--- src/hdl/cmp_pkg.sv ---
// ----------------------------------------------------------------------------
// cmp_pkg
// shared types and codes of the coap message parser: record layout,
// record kinds, error codes and protocol constants
// ----------------------------------------------------------------------------
package cmp_pkg;

	// depth of the record queue between parser and output stage
	localparam int unsigned QueueDepth = 2;

	// record kinds
	localparam logic [2:0] KIND_HEADER  = 3'd0;
	localparam logic [2:0] KIND_TOKEN   = 3'd1;
	localparam logic [2:0] KIND_OPTION  = 3'd2;
	localparam logic [2:0] KIND_OPTDATA = 3'd3;
	localparam logic [2:0] KIND_PAYLOAD = 3'd4;
	localparam logic [2:0] KIND_END     = 3'd5;

	// error codes
	localparam logic [2:0] ERR_NONE     = 3'd0;
	localparam logic [2:0] ERR_SHORT    = 3'd1;
	localparam logic [2:0] ERR_TOKEN    = 3'd2;
	localparam logic [2:0] ERR_DELTA    = 3'd3;
	localparam logic [2:0] ERR_LENGTH   = 3'd4;
	localparam logic [2:0] ERR_TRUNC    = 3'd5;
	localparam logic [2:0] ERR_OVERFLOW = 3'd6;

	// protocol constants
	localparam logic [7:0] PAYLOAD_MARKER = 8'hFF;
	localparam logic [3:0] NIB_EXT8       = 4'd13;
	localparam logic [3:0] NIB_EXT16      = 4'd14;
	localparam logic [3:0] NIB_RESERVED   = 4'd15;
	localparam logic [3:0] TOKEN_MAX      = 4'd8;
	localparam int unsigned Ext8Bias      = 13;
	localparam int unsigned Ext16Bias     = 269;

	// one result record
	typedef struct packed {
		logic [2:0]  kind;
		logic [1:0]  version;
		logic [1:0]  msg_type;
		logic [3:0]  token_length;
		logic [7:0]  code;
		logic [15:0] message_id;
		logic [15:0] option_number;
		logic [15:0] option_length;
		logic [7:0]  data_byte;
		logic        is_last;
		logic [2:0]  error;
	} rec_t;

endpackage

--- src/hdl/coap_message_parser.sv ---
// ----------------------------------------------------------------------------
// coap_message_parser
// byte-serial parser for coap datagrams: header record, token bytes, option
// headers with resolved numbers and lengths, option data and payload bytes
// ----------------------------------------------------------------------------
//
// channel   direction  word                        handshake
// byte      in         byte_value, last_byte       byte_valid / byte_stall
// rec       out        kind .. error (record)      rec_valid / rec_stall
//
// one byte per cycle when not stalled; every byte updates the parse state
// in the cycle it is taken, so the parser loop never waits on its own result
// a record passes the record queue and then the output register to rec_valid
// byte_stall rises only when the record queue is full, i.e. when the
// receiving side has held rec_stall long enough to back the queue up
// reset clears all control state at once; the parser starts in the header
// phase and needs no setup cycles
//
module coap_message_parser import cmp_pkg::*; #(
	parameter int unsigned QUEUE_DEPTH = QueueDepth
) (
	input  logic        clk,
	input  logic        arst_n,
	// byte channel
	input  logic [7:0]  byte_value,
	input  logic        last_byte,
	input  logic        byte_valid,
	output logic        byte_stall,
	// record channel
	output logic [2:0]  kind,
	output logic [1:0]  version,
	output logic [1:0]  msg_type,
	output logic [3:0]  token_length,
	output logic [7:0]  code,
	output logic [15:0] message_id,
	output logic [15:0] option_number,
	output logic [15:0] option_length,
	output logic [7:0]  data_byte,
	output logic        is_last,
	output logic [2:0]  error,
	output logic        rec_valid,
	input  logic        rec_stall
);

	// parser to queue
	logic push;
	rec_t push_rec;
	logic full;

	// queue to output stage
	logic pop;
	rec_t pop_rec;
	logic empty;

	rec_t out_rec;

	// front: takes bytes, runs the phase machine, makes records
	cmp_front u_front (
		.clk        (clk),
		.arst_n     (arst_n),
		.byte_value (byte_value),
		.last_byte  (last_byte),
		.byte_valid (byte_valid),
		.byte_stall (byte_stall),
		.full       (full),
		.push       (push),
		.push_rec   (push_rec)
	);

	// decouples the parser from output back pressure
	cmp_queue #(
		.DEPTH (QUEUE_DEPTH)
	) u_queue (
		.clk      (clk),
		.arst_n   (arst_n),
		.push     (push),
		.push_rec (push_rec),
		.full     (full),
		.pop      (pop),
		.pop_rec  (pop_rec),
		.empty    (empty)
	);

	// back: output register on the record channel
	cmp_back u_back (
		.clk       (clk),
		.arst_n    (arst_n),
		.empty     (empty),
		.pop_rec   (pop_rec),
		.pop       (pop),
		.rec_valid (rec_valid),
		.rec_stall (rec_stall),
		.out_rec   (out_rec)
	);

	// record fields out to ports
	assign kind          = out_rec.kind;
	assign version       = out_rec.version;
	assign msg_type      = out_rec.msg_type;
	assign token_length  = out_rec.token_length;
	assign code          = out_rec.code;
	assign message_id    = out_rec.message_id;
	assign option_number = out_rec.option_number;
	assign option_length = out_rec.option_length;
	assign data_byte     = out_rec.data_byte;
	assign is_last       = out_rec.is_last;
	assign error         = out_rec.error;

endmodule

--- src/hdl/cmp_front.sv ---
// ----------------------------------------------------------------------------
// cmp_front
// byte acceptance and parse state machine; turns each byte into zero or one
// record and pushes it into the record queue
// ----------------------------------------------------------------------------
module cmp_front import cmp_pkg::*; (
	input  logic       clk,
	input  logic       arst_n,
	input  logic [7:0] byte_value,
	input  logic       last_byte,
	input  logic       byte_valid,
	output logic       byte_stall,
	input  logic       full,
	output logic       push,
	output rec_t       push_rec
);

	typedef enum logic [7:0] {
		PH_HEADER    = 8'b0000_0001,
		PH_TOKEN     = 8'b0000_0010,
		PH_OPT       = 8'b0000_0100,
		PH_DELTA_EXT = 8'b0000_1000,
		PH_LEN_EXT   = 8'b0001_0000,
		PH_DATA      = 8'b0010_0000,
		PH_PAYLOAD   = 8'b0100_0000,
		PH_DRAIN     = 8'b1000_0000
	} phase_t;

	phase_t      phase_q, phase_n;
	logic [1:0]  hdr_cnt_q, hdr_cnt_n;
	logic [23:0] hdr_hold_q, hdr_hold_n;
	logic [3:0]  tok_left_q, tok_left_n;
	logic [15:0] opt_base_q, opt_base_n;
	logic [3:0]  dnib_q, dnib_n;
	logic [3:0]  lnib_q, lnib_n;
	logic        ext_cnt_q, ext_cnt_n;
	logic [7:0]  ext_hold_q, ext_hold_n;
	logic [16:0] opt_left_q, opt_left_n;
	logic [2:0]  err_q, err_n;

	logic        accept;
	logic        emit;
	rec_t        rec_n;
	logic        do_fail;
	logic [2:0]  fail_code;
	logic        want_after;
	logic [3:0]  ln_src;
	logic        want_fin;
	logic [16:0] fin_len;
	logic [17:0] sum;
	logic [16:0] ext8_val;
	logic [16:0] ext16_val;
	logic [3:0]  tkl;
	logic [2:0]  hdr_err;

	assign byte_stall = full;
	assign accept     = byte_valid & ~full;
	assign push       = accept & emit;
	assign push_rec   = rec_n;

	assign tkl       = hdr_hold_q[19:16];
	assign ext8_val  = 17'(byte_value) + 17'(Ext8Bias);
	assign ext16_val = {1'b0, ext_hold_q, byte_value} + 17'(Ext16Bias);

	always_comb begin
		phase_n    = phase_q;
		hdr_cnt_n  = hdr_cnt_q;
		hdr_hold_n = hdr_hold_q;
		tok_left_n = tok_left_q;
		opt_base_n = opt_base_q;
		dnib_n     = dnib_q;
		lnib_n     = lnib_q;
		ext_cnt_n  = ext_cnt_q;
		ext_hold_n = ext_hold_q;
		opt_left_n = opt_left_q;
		err_n      = err_q;
		emit       = 1'b0;
		rec_n      = '0;
		do_fail    = 1'b0;
		fail_code  = ERR_NONE;
		want_after = 1'b0;
		ln_src     = lnib_q;
		want_fin   = 1'b0;
		fin_len    = '0;
		sum        = '0;
		hdr_err    = ERR_NONE;

		unique case (phase_q)
			PH_HEADER: begin
				if (hdr_cnt_q != 2'd3) begin
					hdr_hold_n = {hdr_hold_q[15:0], byte_value};
					hdr_cnt_n  = hdr_cnt_q + 2'd1;
					if (last_byte) begin
						do_fail   = 1'b1;
						fail_code = ERR_SHORT;
					end
				end else begin
					if (tkl > TOKEN_MAX)
						hdr_err = ERR_TOKEN;
					else if (last_byte && tkl != 4'd0)
						hdr_err = ERR_TRUNC;
					emit               = 1'b1;
					rec_n.kind         = KIND_HEADER;
					rec_n.version      = hdr_hold_q[23:22];
					rec_n.msg_type     = hdr_hold_q[21:20];
					rec_n.token_length = tkl;
					rec_n.code         = hdr_hold_q[15:8];
					rec_n.message_id   = {hdr_hold_q[7:0], byte_value};
					rec_n.error        = hdr_err;
					hdr_cnt_n          = 2'd0;
					if (hdr_err != ERR_NONE) begin
						err_n   = hdr_err;
						phase_n = PH_DRAIN;
					end else begin
						tok_left_n = tkl;
						phase_n    = (tkl != 4'd0) ? PH_TOKEN : PH_OPT;
					end
				end
			end
			PH_TOKEN: begin
				tok_left_n = tok_left_q - 4'd1;
				if (last_byte && tok_left_n != 4'd0) begin
					do_fail   = 1'b1;
					fail_code = ERR_TRUNC;
				end else begin
					emit            = 1'b1;
					rec_n.kind      = KIND_TOKEN;
					rec_n.data_byte = byte_value;
					if (tok_left_n == 4'd0)
						phase_n = PH_OPT;
				end
			end
			PH_OPT: begin
				if (byte_value == PAYLOAD_MARKER) begin
					phase_n = PH_PAYLOAD;
					if (last_byte) begin
						do_fail   = 1'b1;
						fail_code = ERR_TRUNC;
					end
				end else begin
					dnib_n     = byte_value[7:4];
					lnib_n     = byte_value[3:0];
					ext_cnt_n  = 1'b0;
					ext_hold_n = 8'd0;
					if (byte_value[7:4] == NIB_RESERVED) begin
						do_fail   = 1'b1;
						fail_code = ERR_DELTA;
					end else if (byte_value[3:0] == NIB_RESERVED) begin
						do_fail   = 1'b1;
						fail_code = ERR_LENGTH;
					end else if (byte_value[7:4] >= NIB_EXT8) begin
						phase_n = PH_DELTA_EXT;
						if (last_byte) begin
							do_fail   = 1'b1;
							fail_code = ERR_TRUNC;
						end
					end else begin
						sum = {2'b00, opt_base_q} + 18'(byte_value[7:4]);
						if (sum[17:16] != 2'b00) begin
							do_fail   = 1'b1;
							fail_code = ERR_OVERFLOW;
						end else begin
							opt_base_n = sum[15:0];
							ln_src     = byte_value[3:0];
							want_after = 1'b1;
						end
					end
				end
			end
			PH_DELTA_EXT: begin
				if (dnib_q != NIB_EXT8 && !ext_cnt_q) begin
					// first byte of a two-byte extension
					ext_hold_n = byte_value;
					ext_cnt_n  = 1'b1;
					if (last_byte) begin
						do_fail   = 1'b1;
						fail_code = ERR_TRUNC;
					end
				end else begin
					ext_cnt_n = 1'b0;
					sum = {2'b00, opt_base_q}
						+ {1'b0, (dnib_q == NIB_EXT8) ? ext8_val : ext16_val};
					if (sum[17:16] != 2'b00) begin
						do_fail   = 1'b1;
						fail_code = ERR_OVERFLOW;
					end else begin
						opt_base_n = sum[15:0];
						ln_src     = lnib_q;
						want_after = 1'b1;
					end
				end
			end
			PH_LEN_EXT: begin
				if (lnib_q != NIB_EXT8 && !ext_cnt_q) begin
					ext_hold_n = byte_value;
					ext_cnt_n  = 1'b1;
					if (last_byte) begin
						do_fail   = 1'b1;
						fail_code = ERR_TRUNC;
					end
				end else begin
					ext_cnt_n = 1'b0;
					want_fin  = 1'b1;
					fin_len   = (lnib_q == NIB_EXT8) ? ext8_val : ext16_val;
				end
			end
			PH_DATA: begin
				opt_left_n = opt_left_q - 17'd1;
				if (last_byte && opt_left_n != 17'd0) begin
					do_fail   = 1'b1;
					fail_code = ERR_TRUNC;
				end else begin
					emit            = 1'b1;
					rec_n.kind      = KIND_OPTDATA;
					rec_n.data_byte = byte_value;
					if (opt_left_n == 17'd0)
						phase_n = PH_OPT;
				end
			end
			PH_PAYLOAD: begin
				emit            = 1'b1;
				rec_n.kind      = KIND_PAYLOAD;
				rec_n.data_byte = byte_value;
			end
			PH_DRAIN: begin
				if (last_byte) begin
					emit        = 1'b1;
					rec_n.kind  = KIND_END;
					rec_n.error = err_q;
				end
			end
			default: begin
			end
		endcase

		// delta resolved: decide on the length nibble
		if (want_after) begin
			if (ln_src == NIB_EXT8 || ln_src == NIB_EXT16) begin
				ext_cnt_n = 1'b0;
				phase_n   = PH_LEN_EXT;
				if (last_byte) begin
					do_fail   = 1'b1;
					fail_code = ERR_TRUNC;
				end
			end else begin
				want_fin = 1'b1;
				fin_len  = 17'(ln_src);
			end
		end

		// length resolved: option header record
		if (want_fin) begin
			if (fin_len[16]) begin
				do_fail   = 1'b1;
				fail_code = ERR_OVERFLOW;
			end else if (last_byte && fin_len != 17'd0) begin
				do_fail   = 1'b1;
				fail_code = ERR_TRUNC;
			end else begin
				opt_left_n          = fin_len;
				emit                = 1'b1;
				rec_n.kind          = KIND_OPTION;
				rec_n.option_number = opt_base_n;
				rec_n.option_length = fin_len[15:0];
				phase_n             = (fin_len != 17'd0) ? PH_DATA : PH_OPT;
			end
		end

		// error at this byte: no record unless it ends the datagram
		if (do_fail) begin
			err_n   = fail_code;
			phase_n = PH_DRAIN;
			emit    = last_byte;
			rec_n   = '0;
			if (last_byte) begin
				rec_n.kind  = KIND_END;
				rec_n.error = fail_code;
			end
		end

		rec_n.is_last = last_byte;

		// datagram done: start over
		if (last_byte) begin
			phase_n    = PH_HEADER;
			hdr_cnt_n  = 2'd0;
			hdr_hold_n = 24'd0;
			tok_left_n = 4'd0;
			opt_base_n = 16'd0;
			dnib_n     = 4'd0;
			lnib_n     = 4'd0;
			ext_cnt_n  = 1'b0;
			ext_hold_n = 8'd0;
			opt_left_n = 17'd0;
			err_n      = ERR_NONE;
		end
	end

	always_ff @(posedge clk or negedge arst_n) begin
		if (!arst_n) begin
			phase_q    <= PH_HEADER;
			hdr_cnt_q  <= 2'd0;
			hdr_hold_q <= 24'd0;
			tok_left_q <= 4'd0;
			opt_base_q <= 16'd0;
			dnib_q     <= 4'd0;
			lnib_q     <= 4'd0;
			ext_cnt_q  <= 1'b0;
			ext_hold_q <= 8'd0;
			opt_left_q <= 17'd0;
			err_q      <= ERR_NONE;
		end else if (accept) begin
			phase_q    <= phase_n;
			hdr_cnt_q  <= hdr_cnt_n;
			hdr_hold_q <= hdr_hold_n;
			tok_left_q <= tok_left_n;
			opt_base_q <= opt_base_n;
			dnib_q     <= dnib_n;
			lnib_q     <= lnib_n;
			ext_cnt_q  <= ext_cnt_n;
			ext_hold_q <= ext_hold_n;
			opt_left_q <= opt_left_n;
			err_q      <= err_n;
		end
	end

endmodule

--- src/hdl/cmp_queue.sv ---
// ----------------------------------------------------------------------------
// cmp_queue
// short record queue between parser and output stage
// ----------------------------------------------------------------------------
module cmp_queue import cmp_pkg::*; #(
	parameter int unsigned DEPTH = QueueDepth
) (
	input  logic clk,
	input  logic arst_n,
	input  logic push,
	input  rec_t push_rec,
	output logic full,
	input  logic pop,
	output rec_t pop_rec,
	output logic empty
);

	localparam int unsigned PW = (DEPTH > 1) ? $clog2(DEPTH) : 1;
	localparam int unsigned CW = $clog2(DEPTH + 1);

	rec_t          slot_q [DEPTH];
	logic [PW-1:0] wr_ptr_q;
	logic [PW-1:0] rd_ptr_q;
	logic [CW-1:0] count_q;

	assign full    = (count_q == CW'(DEPTH));
	assign empty   = (count_q == '0);
	assign pop_rec = slot_q[rd_ptr_q];

	always_ff @(posedge clk) begin
		if (push)
			slot_q[wr_ptr_q] <= push_rec;
	end

	always_ff @(posedge clk or negedge arst_n) begin
		if (!arst_n) begin
			wr_ptr_q <= '0;
			rd_ptr_q <= '0;
			count_q  <= '0;
		end else begin
			if (push)
				wr_ptr_q <= (wr_ptr_q == PW'(DEPTH - 1)) ? '0 : wr_ptr_q + PW'(1);
			if (pop)
				rd_ptr_q <= (rd_ptr_q == PW'(DEPTH - 1)) ? '0 : rd_ptr_q + PW'(1);
			if (push && !pop)
				count_q <= count_q + CW'(1);
			else if (pop && !push)
				count_q <= count_q - CW'(1);
		end
	end

endmodule

--- src/hdl/cmp_back.sv ---
// ----------------------------------------------------------------------------
// cmp_back
// output register: takes records from the queue and holds them until the
// receiving side takes them
// ----------------------------------------------------------------------------
module cmp_back import cmp_pkg::*; (
	input  logic clk,
	input  logic arst_n,
	input  logic empty,
	input  rec_t pop_rec,
	output logic pop,
	output logic rec_valid,
	input  logic rec_stall,
	output rec_t out_rec
);

	logic out_valid_q;
	rec_t out_rec_q;
	logic load;

	assign load      = ~out_valid_q | ~rec_stall;
	assign pop       = load & ~empty;
	assign rec_valid = out_valid_q;
	assign out_rec   = out_rec_q;

	always_ff @(posedge clk) begin
		if (pop)
			out_rec_q <= pop_rec;
	end

	always_ff @(posedge clk or negedge arst_n) begin
		if (!arst_n)
			out_valid_q <= 1'b0;
		else if (load)
			out_valid_q <= ~empty;
	end

endmodule

--- config.mk ---
export PLATFORM = sky130hd
export DESIGN_NAME = coap_message_parser
export DESIGN_NICKNAME = d
export VERILOG_FILES = /design/src/hdl/cmp_pkg.sv /design/src/hdl/coap_message_parser.sv /design/src/hdl/cmp_front.sv /design/src/hdl/cmp_queue.sv /design/src/hdl/cmp_back.sv
export SDC_FILE = /design/constraint.sdc
export NUM_CORES = 1
export LEC_CHECK = 0
export CORE_ASPECT_RATIO = 1.5
export CORE_MARGIN = 5
export CORE_UTILIZATION = 34
export CTS_BUF_LIST = sky130_fd_sc_hd__clkbuf_4
export DETAILED_ROUTE_END_ITERATION = 6
export DONT_BUFFER_PORTS = 1
export PLACE_DENSITY = 0.57
export SYNTH_ARGS = -nofsm -noshare
export SYNTH_HDL_FRONTEND = slang
export SYNTH_SLANG_ARGS = --single-unit
--- constraint.sdc ---
create_clock -name clk -period 8.4 [get_ports clk]
set_clock_uncertainty 0.2 [all_clocks]
set_input_delay 1.68 -clock clk [delete_from_list [all_inputs] [get_ports clk]]
set_output_delay 1.68 -clock clk [all_outputs]
set_load 0.02 [all_outputs]
; ---- After elaboration in Yosys (flattened, before gate mapping)
; Memories as Yosys holds them, arrays and structs flattened. A register that Yosys moved wholly into a read port is not among the register bits.
; Index checks and enable logic that the tools add are counted.
[totals]
latch_bits = 0
in_bits = 13
wordCells = 266
ff_bits = 96
ramBits = 158
out_inout_bits = 81
romBits = 0
mem_count = 1
[memory_table]
columns = name, words, width, rd, rd_ports_with_merged_regs, write_ports, line_no
row1 = u_queue.slot_q, 2, 79, 1, 1, 1, cmp_queue.sv:21  ; rec_t slot_q [DEPTH];
[classes]
n_mul = 0
n_addsub = 11
eq_ne = 26
reduce_logical = 36
shifts = 0
bitwise = 8
n_div = 0
order_cmp = 2
muxes = 167
[op_table]
columns = operator, n
row1 = 17-bit two-way mux, 11
row2 = 8-bit two-way mux, 23
row3 = 32-bit two-way mux, 5
row4 = 16-bit two-way mux, 8
row5 = 3-bit two-way mux, 34
row6 = 79-bit two-way mux, 1
row7 = 24-bit two-way mux, 3
row8 = 4-bit two-way mux, 15
row9 = 1-bit two-way mux, 48
row10 = 8-bit one-hot mux with 3 select lines, 2
row11 = 17-bit nonzero test, 2
row12 = 16-bit one-hot mux with 2 select lines, 1
row13 = 8-bit one-hot mux with 4 select lines, 1
row14 = 4-bit equality test (second input constant), 6
row15 = 16-bit by 17-bit adder with 18-bit output, 1
row16 = 3-bit one-hot mux with 6 select lines, 1
row17 = 16-bit by 4-bit adder with 17-bit output, 1
row18 = 16-bit by 9-bit adder with 17-bit output (second input constant), 1
row19 = 17-bit zero test, 1
row20 = 17-bit by 1-bit subtractor with 17-bit output (second input constant), 1
row21 = 8-bit equality test (second input constant), 2
row22 = 3-bit one-hot mux with 5 select lines, 1
row23 = 2-bit two-way mux, 6
row24 = 2-bit nonzero test, 6
row25 = 40 further kinds, 69

; ---- Depth between registers and ports, before layout
[depth]
depth_word = 23
ltp_mapped = 23
ltp_nobuf = 21

; ---- By module
; A second synthesis with hierarchy kept.
[hier_totals]
cells_unflattened = 1310
hier_area_um2 = 16315.6
[modules_own_cells]
columns = module, area_each_um2, seq_area_each_um2, n_inst, cells_each
row1 = cmp_front, 7614.8, 2278.4, 1, 966
row2 = cmp_queue, 6288.5, 4844.6, 1, 262
row3 = cmp_back, 2412.3, 2397.3, 1, 82

; ---- Worst setup path before layout
; Ideal clock, no wire load.
[synth_timing]
kind = in2reg
startpoint = input byte_value[0]
endpoint = memory u_queue.slot_q[0][0] (netlist name), enable pin
n_path_buf = 2
stages = 18
t_arrival_ns = 8.249
t_required_ns = 7.683
path_slack_ns = -0.565
setup_ns = 0.517
cell_sequence = ha_1 nor3_1 o21ai_1 and2_1 nand3_1 xnor2_1 nor2_1 ha_1 clkbuf_1 a21oi_1 a21oi_1 a2111o_1 mux2i_1 buf_2 a211oi_1 o221a_2 a21oi_2 nor2_1
[synth_between]
elab_chain_len = 19
elab_cells_between_ends = 50
cone_classes = add/sub: 3 / eq/ne: 4 / mux: 38 / bitwise: 1 / reduce/logical: 4
[synth_rtl]
columns = item, line_no
row1 = start: declaration, coap_message_parser.sv:25  ; input logic [7:0] byte_value,
row2 = branches (longest 15 deep; another with 16-bit by 17-bit adder with 18-bit output), --
row3 = 1-bit two-way mux (*), cmp_front.sv:270  ; if (do_fail) begin
row4 = 1-bit AND (*), cmp_front.sv:58  ; assign push = accept & emit;
row5 = 1-bit two-way mux (*), cmp_queue.sv:31  ; if (push)
row6 = 1-bit two-way mux (implied by the code) (*), cmp_queue.sv:32  ; slot_q[wr_ptr_q] <= push_rec;
row7 = end: declaration, cmp_queue.sv:21
; Mark *: on every way between the ends.

; ---- Worst setup path after layout
[layout_timing]
startpoint = input byte_value[0]
endpoint = register u_queue.count_q[1]
[layout_between]
elab_chain_len = 20
elab_cells_between_ends = 53
cone_classes = add/sub: 3 / eq/ne: 4 / mux: 37 / bitwise: 1 / reduce/logical: 8
[layout_rtl]
columns = item, line_no
row1 = branches (longest 15 deep; another with 16-bit by 17-bit adder with 18-bit output), --
row2 = 1-bit two-way mux (*), cmp_front.sv:270
row3 = 1-bit AND (*), cmp_front.sv:58
row4 = named net push, coap_message_parser.sv:46  ; logic push;
row5 = 1-bit zero test, cmp_queue.sv:47  ; else if (pop && !push)
row6 = 1-bit logical AND, cmp_queue.sv:47
row7 = 2-bit nonzero test (no source line), --
row8 = end signal: assignment, cmp_queue.sv:46  ; count_q <= count_q + CW'(1);
row9 = end signal: assignment, cmp_queue.sv:48  ; count_q <= count_q - CW'(1);
row10 = end: declaration, cmp_queue.sv:24  ; logic [CW-1:0] count_q;
; Mark *: on every way through the listed nets, which the timed path passes.
; A chain may end at the register's enable or synchronous reset.

==> reports/qor.json <==
{
  "clock_insertion_delay_worst_skew": {"value": 0.78, "unit": "ns"},
  "cp_data_arrival_time": {"value": 6.63, "unit": "ns"},
  "tightest_slew": {"value": 1.040, "unit": "ns"},
  "share_seq_of_total_power": {"value": 53.1, "unit": "%"},
  "core-area": {"value": 46600, "unit": "um^2"},
  "multi_input_comb_area": {"value": 6030, "unit": "um^2"},
  "unrepaired_setup_endpoints_after_global_routing": {"value": "false"},
  "regToRegSetupSlack": {"value": 3.50, "unit": "ns"},
  "h-tree-depth": {"value": 3},
  "ys_async_sr_fraction": {"value": 28.83, "unit": "%"},
  "vdd.ir_drop.worst": {"value": 124.9, "unit": "uV"},
  "share_of_post_route_cells_with_drive_strength_above_1": {"value": 18.86, "unit": "%"},
  "cts.reportedPaths.clkPinSlew": {"value": 0.07, "unit": "ns"},
  "p_leak": {"value": 6.564, "unit": "nW"},
  "grt_use_total": {"value": 17.46, "unit": "%"},
  "seq_area": {"value": 9524, "unit": "um^2"},
  "vias": {"value": 11230},
  "synthesis.nets": {"value": 1382},
  "synth-seq-area-share": {"value": 59.68, "unit": "%"},
  "drt-initial-drc-count": {"value": 761},
  "detail_route.vias_per_cell": {"value": 5.512},
  "post_synth_edffs": {"value": 237},
  "timing.critical_path.fanout_max": {"value": 13},
  "leading_cell_types_by_total_area_after_synthesis": {"value": "edfxtp_1 (45%), dfrtp_1 (15%), mux2_2 (5.9%)"},
  "synth-main-ff-cell": {"value": "edfxtp_1"},
  "leading_cell_types_in_the_layout_fill_and_taps_excluded": {"value": "edfxtp_1 (237), clkbuf_4 (117), nand2_1 (104)"},
  "start_util": {"value": 34.23, "unit": "%"},
  "place_area": {"value": 16680, "unit": "um^2"},
  "postCtsSetupBuffers": {"value": 0},
  "ys_types": {"value": 78},
  "p_clk_share": {"value": 26.0, "unit": "%"},
  "power.switching_fraction": {"value": 34.53, "unit": "%"},
  "synth-warning-count": {"value": 0},
  "critical_path.endpoint_type": {"value": "flop"},
  "final_min_period_over_clock_period": {"value": 73.04, "unit": "%"},
  "reg2reg_depth": {"value": 20},
  "drtPass1Iterations": {"value": 7},
  "internal_power_of_the_cells": {"value": 0.003375, "unit": "W"},
  "place.detailed.hpwl": {"value": 31.78, "unit": "mm"},
  "globalRoute.totalOverflow": {"value": 0},
  "number_of_antenna_violations_at_the_first_check_in_global_routing": {"value": 1},
  "timing.hold.worst.class": {"value": "reg2reg"},
  "cts.sink_count": {"value": 333},
  "maxSlewHeadroom": {"value": 30.67, "unit": "%"},
  "timing_max_transition_violations_final": {"value": 0},
  "syn-instance-count": {"value": 1340},
  "cap_violations": {"value": 0},
  "detail-route-antenna-nets": {"value": 0},
  "final_design_area_no_fill": {"value": 17730, "unit": "um^2"},
  "numPortBuffers": {"value": 0},
  "most_frequent_standard_cell_in_the_layout_excluding_fill_and_tap_cells": {"value": "edfxtp_1"},
  "setup_viol": {"value": 0},
  "combPwrFrac": {"value": 21.0, "unit": "%"},
  "cts_tree": {"value": "yes"},
  "synth_top_area_share": {"value": 44.61, "unit": "%"},
  "finalCoreUtilization": {"value": 38.05, "unit": "%"},
  "status": {"value": "finished clean"},
  "weighted_congestion_at_the_end_of_routability_driven_global_placement": {"value": 0.8959},
  "finalWorstPathRequiredPeriod": {"value": 6.136, "unit": "ns"},
  "required": {"value": 8.89, "unit": "ns"},
  "report.final.hold_viol_count": {"value": 0},
  "final_net_count": {"value": 1420},
  "ctsLongestPathBuffers": {"value": 3},
  "cell_area_power_density": {"value": 290.7, "unit": "nW/um^2"},
  "die_span_in_x": {"value": 186.9, "unit": "um"},
  "sw_pwr": {"value": 0.001780, "unit": "W"},
  "p_total": {"value": 0.005154, "unit": "W"},
  "route.detailed.drc": {"value": 0},
  "maximum_number_of_pins_on_one_net_before_global_route_repair": {"value": 97},
  "fillers": {"value": 4578},
  "synth_largest_area_cell": {"value": "edfxtp_1"},
  "timing.setup.critical_path_class": {"value": "in2reg"},
  "syn_avg_cell_area": {"value": 11.91, "unit": "um^2"},
  "die_h": {"value": 275.3, "unit": "um"},
  "fp.dieArea": {"value": 51440, "unit": "um^2"},
  "synth_seq_cells": {"value": 333},
  "routed_wl": {"value": 45.47, "unit": "mm"},
  "holdBufCountCts": {"value": 0},
  "routed_wire_length_per_instance": {"value": 22.32, "unit": "um"},
  "numCtsBuffers": {"value": 82},
  "cts_resized": {"value": 0},
  "placementRows": {"value": 97},
  "area_delta_synth_final": {"value": 11.15, "unit": "%"},
  "worst_setup_path_start_kind": {"value": "input port"},
  "grt_pass1_wl": {"value": 69.48, "unit": "mm"},
  "syn_area": {"value": 15950, "unit": "um^2"},
  "ioPinCount": {"value": 94},
  "clk_root_buffer_cell": {"value": "clkbuf_4"},
  "max_freq": {"value": 163.0, "unit": "MHz"},
  "holdPathStages": {"value": 2},
  "first_global_vias": {"value": 11430}
}
## cells by family (layout without fill, tap and decap cells)
family | count (synthesis) | after routing | synth area share (%)
buffers and inverters | 110 | 212 | 2.690
XOR/XNOR | 35 | 35 | 1.922
other | 0 | 1 | 0
AO/OA/AOI/OAI | 299 | 299 | 12.93
multiplexers | 85 | 85 | 5.984
flip-flops | 333 | 333 | 59.68
adder cells (fa/ha/maj) | 29 | 29 | 2.369
AND/OR/NAND/NOR | 449 | 449 | 14.43
## critical path, stage by stage
cell	delay [ns]
ha_1	0.24
nor3_1	0.54
o21ai_1	0.23
and2_1	0.24
xnor2_1	0.29
nor2_1	0.09
ha_1	0.40
a21oi_1	0.16
a2bb2oi_1	0.32
o221ai_1	0.18
nor4_1	0.26
mux2i_1	0.13
buf_4	0.21
a2111o_1	0.38
o221a_2	0.27
a21oi_2	0.29
inv_2	0.08
ha_1	0.22
xor2_1	0.14
nor2_1	0.12
xor2_1	0.15
## Yosys cell counts (11+ instances only)
master	number
xnor2_1	23
a22o_1	28
nor2b_1	15
o21a_1	11
edfxtp_1	237
nor4_1	12
nor2_1	94
a21o_1	15
o211ai_1	12
nor3_1	44
ha_1	27
inv_1	39
mux2_2	83
dfrtp_1	95
or3_1	14
o21ai_0	70
nand4_1	16
nand2_1	104
xor2_1	12
nand3_1	49
and2_1	36
clkbuf_1	62
and3_1	11
a21oi_1	54
## registers in the layout, indices dropped and copies added, names as in the netlist
register,cells
u_front.opt_left_q,17
u_front.ext_cnt_q,1
u_queue.count_q,2
u_front.opt_base_q,16
u_back.out_rec,79
u_front.hdr_cnt_q,2
u_front.err_q,3
u_front.dnib_q,4
u_queue.wr_ptr_q,1
u_front.lnib_q,4
u_queue.slot_q,158
u_front.hdr_hold_q,24
u_back.rec_valid,1
u_front.tok_left_q,4
u_front.ext_hold_q,8
u_queue.rd_ptr_q,1
u_front.phase_q,8
## layer usage
metal	global-route usage, %	wire length, um	vias to the layer above
met4	8.139	1747	0
met5	0	0	-
met2	31.30	23700	365
li1	-	-	5180
met3	3.998	2149	97
met1	19.82	17870	5585
## area by class of cell
| type | instances | area share, % |
|---|---|---|
| Sequential cell | 333 | 53.72 |
| Multi-Input combinational cell | 897 | 34.01 |
| Clock buffer | 117 | 4.954 |
| Tap cell | 594 | 4.192 |
| Timing Repair Buffer | 24 | 1.298 |
| Clock inverter | 31 | 0.9668 |
| Inverter | 40 | 0.8539 |
| Antenna cell | 1 | 0.01411 |
## power groups by stage
stage / clock network, W / registers, W / logic [W]
final: 0.00134 / 0.00273 / 0.00108
after global routing: 0.00148 / 0.00278 / 0.00118
after CTS: 0.00140 / 0.00275 / 0.00110
after detailed placement: 0 / 0.00278 / 0.00109
after global placement: 0 / 0.00277 / 0.00108
after floorplan: 0 / 0.00265 / 0.000821
## final timing paths
path / start / to
min in group asynchronous: arst_n / u_back.rec_valid
worst max register to register: u_front.ext_hold_q[0] / u_queue.count_q[1]
worst min-delay path: u_front.dnib_q[2] / u_front.dnib_q[2]
max in group asynchronous: arst_n / u_front.opt_base_q[11]
worst min register to register: u_front.dnib_q[2] / u_front.dnib_q[2]
worst max-delay path: byte_value[0] / u_queue.count_q[1]
## metrics by stage
stage | hold slack (ns) | cells | setup slack [ns] | setup TNS (ns)
detailed placement | 0.2688 | 1888 | 1.487 | 0
CTS | 0.2808 | 2036 | 2.345 | 0
global route | 0.2948 | 2037 | 1.898 | 0
finish | 0.2747 | 2037 | 2.264 | 0
global placement | 0.2617 | 1888 | 1.586 | 0
floorplan | 0.2425 | 1340 | -0.5655 | -89.34
No activity file was read; power rests on OpenSTA's default activity.
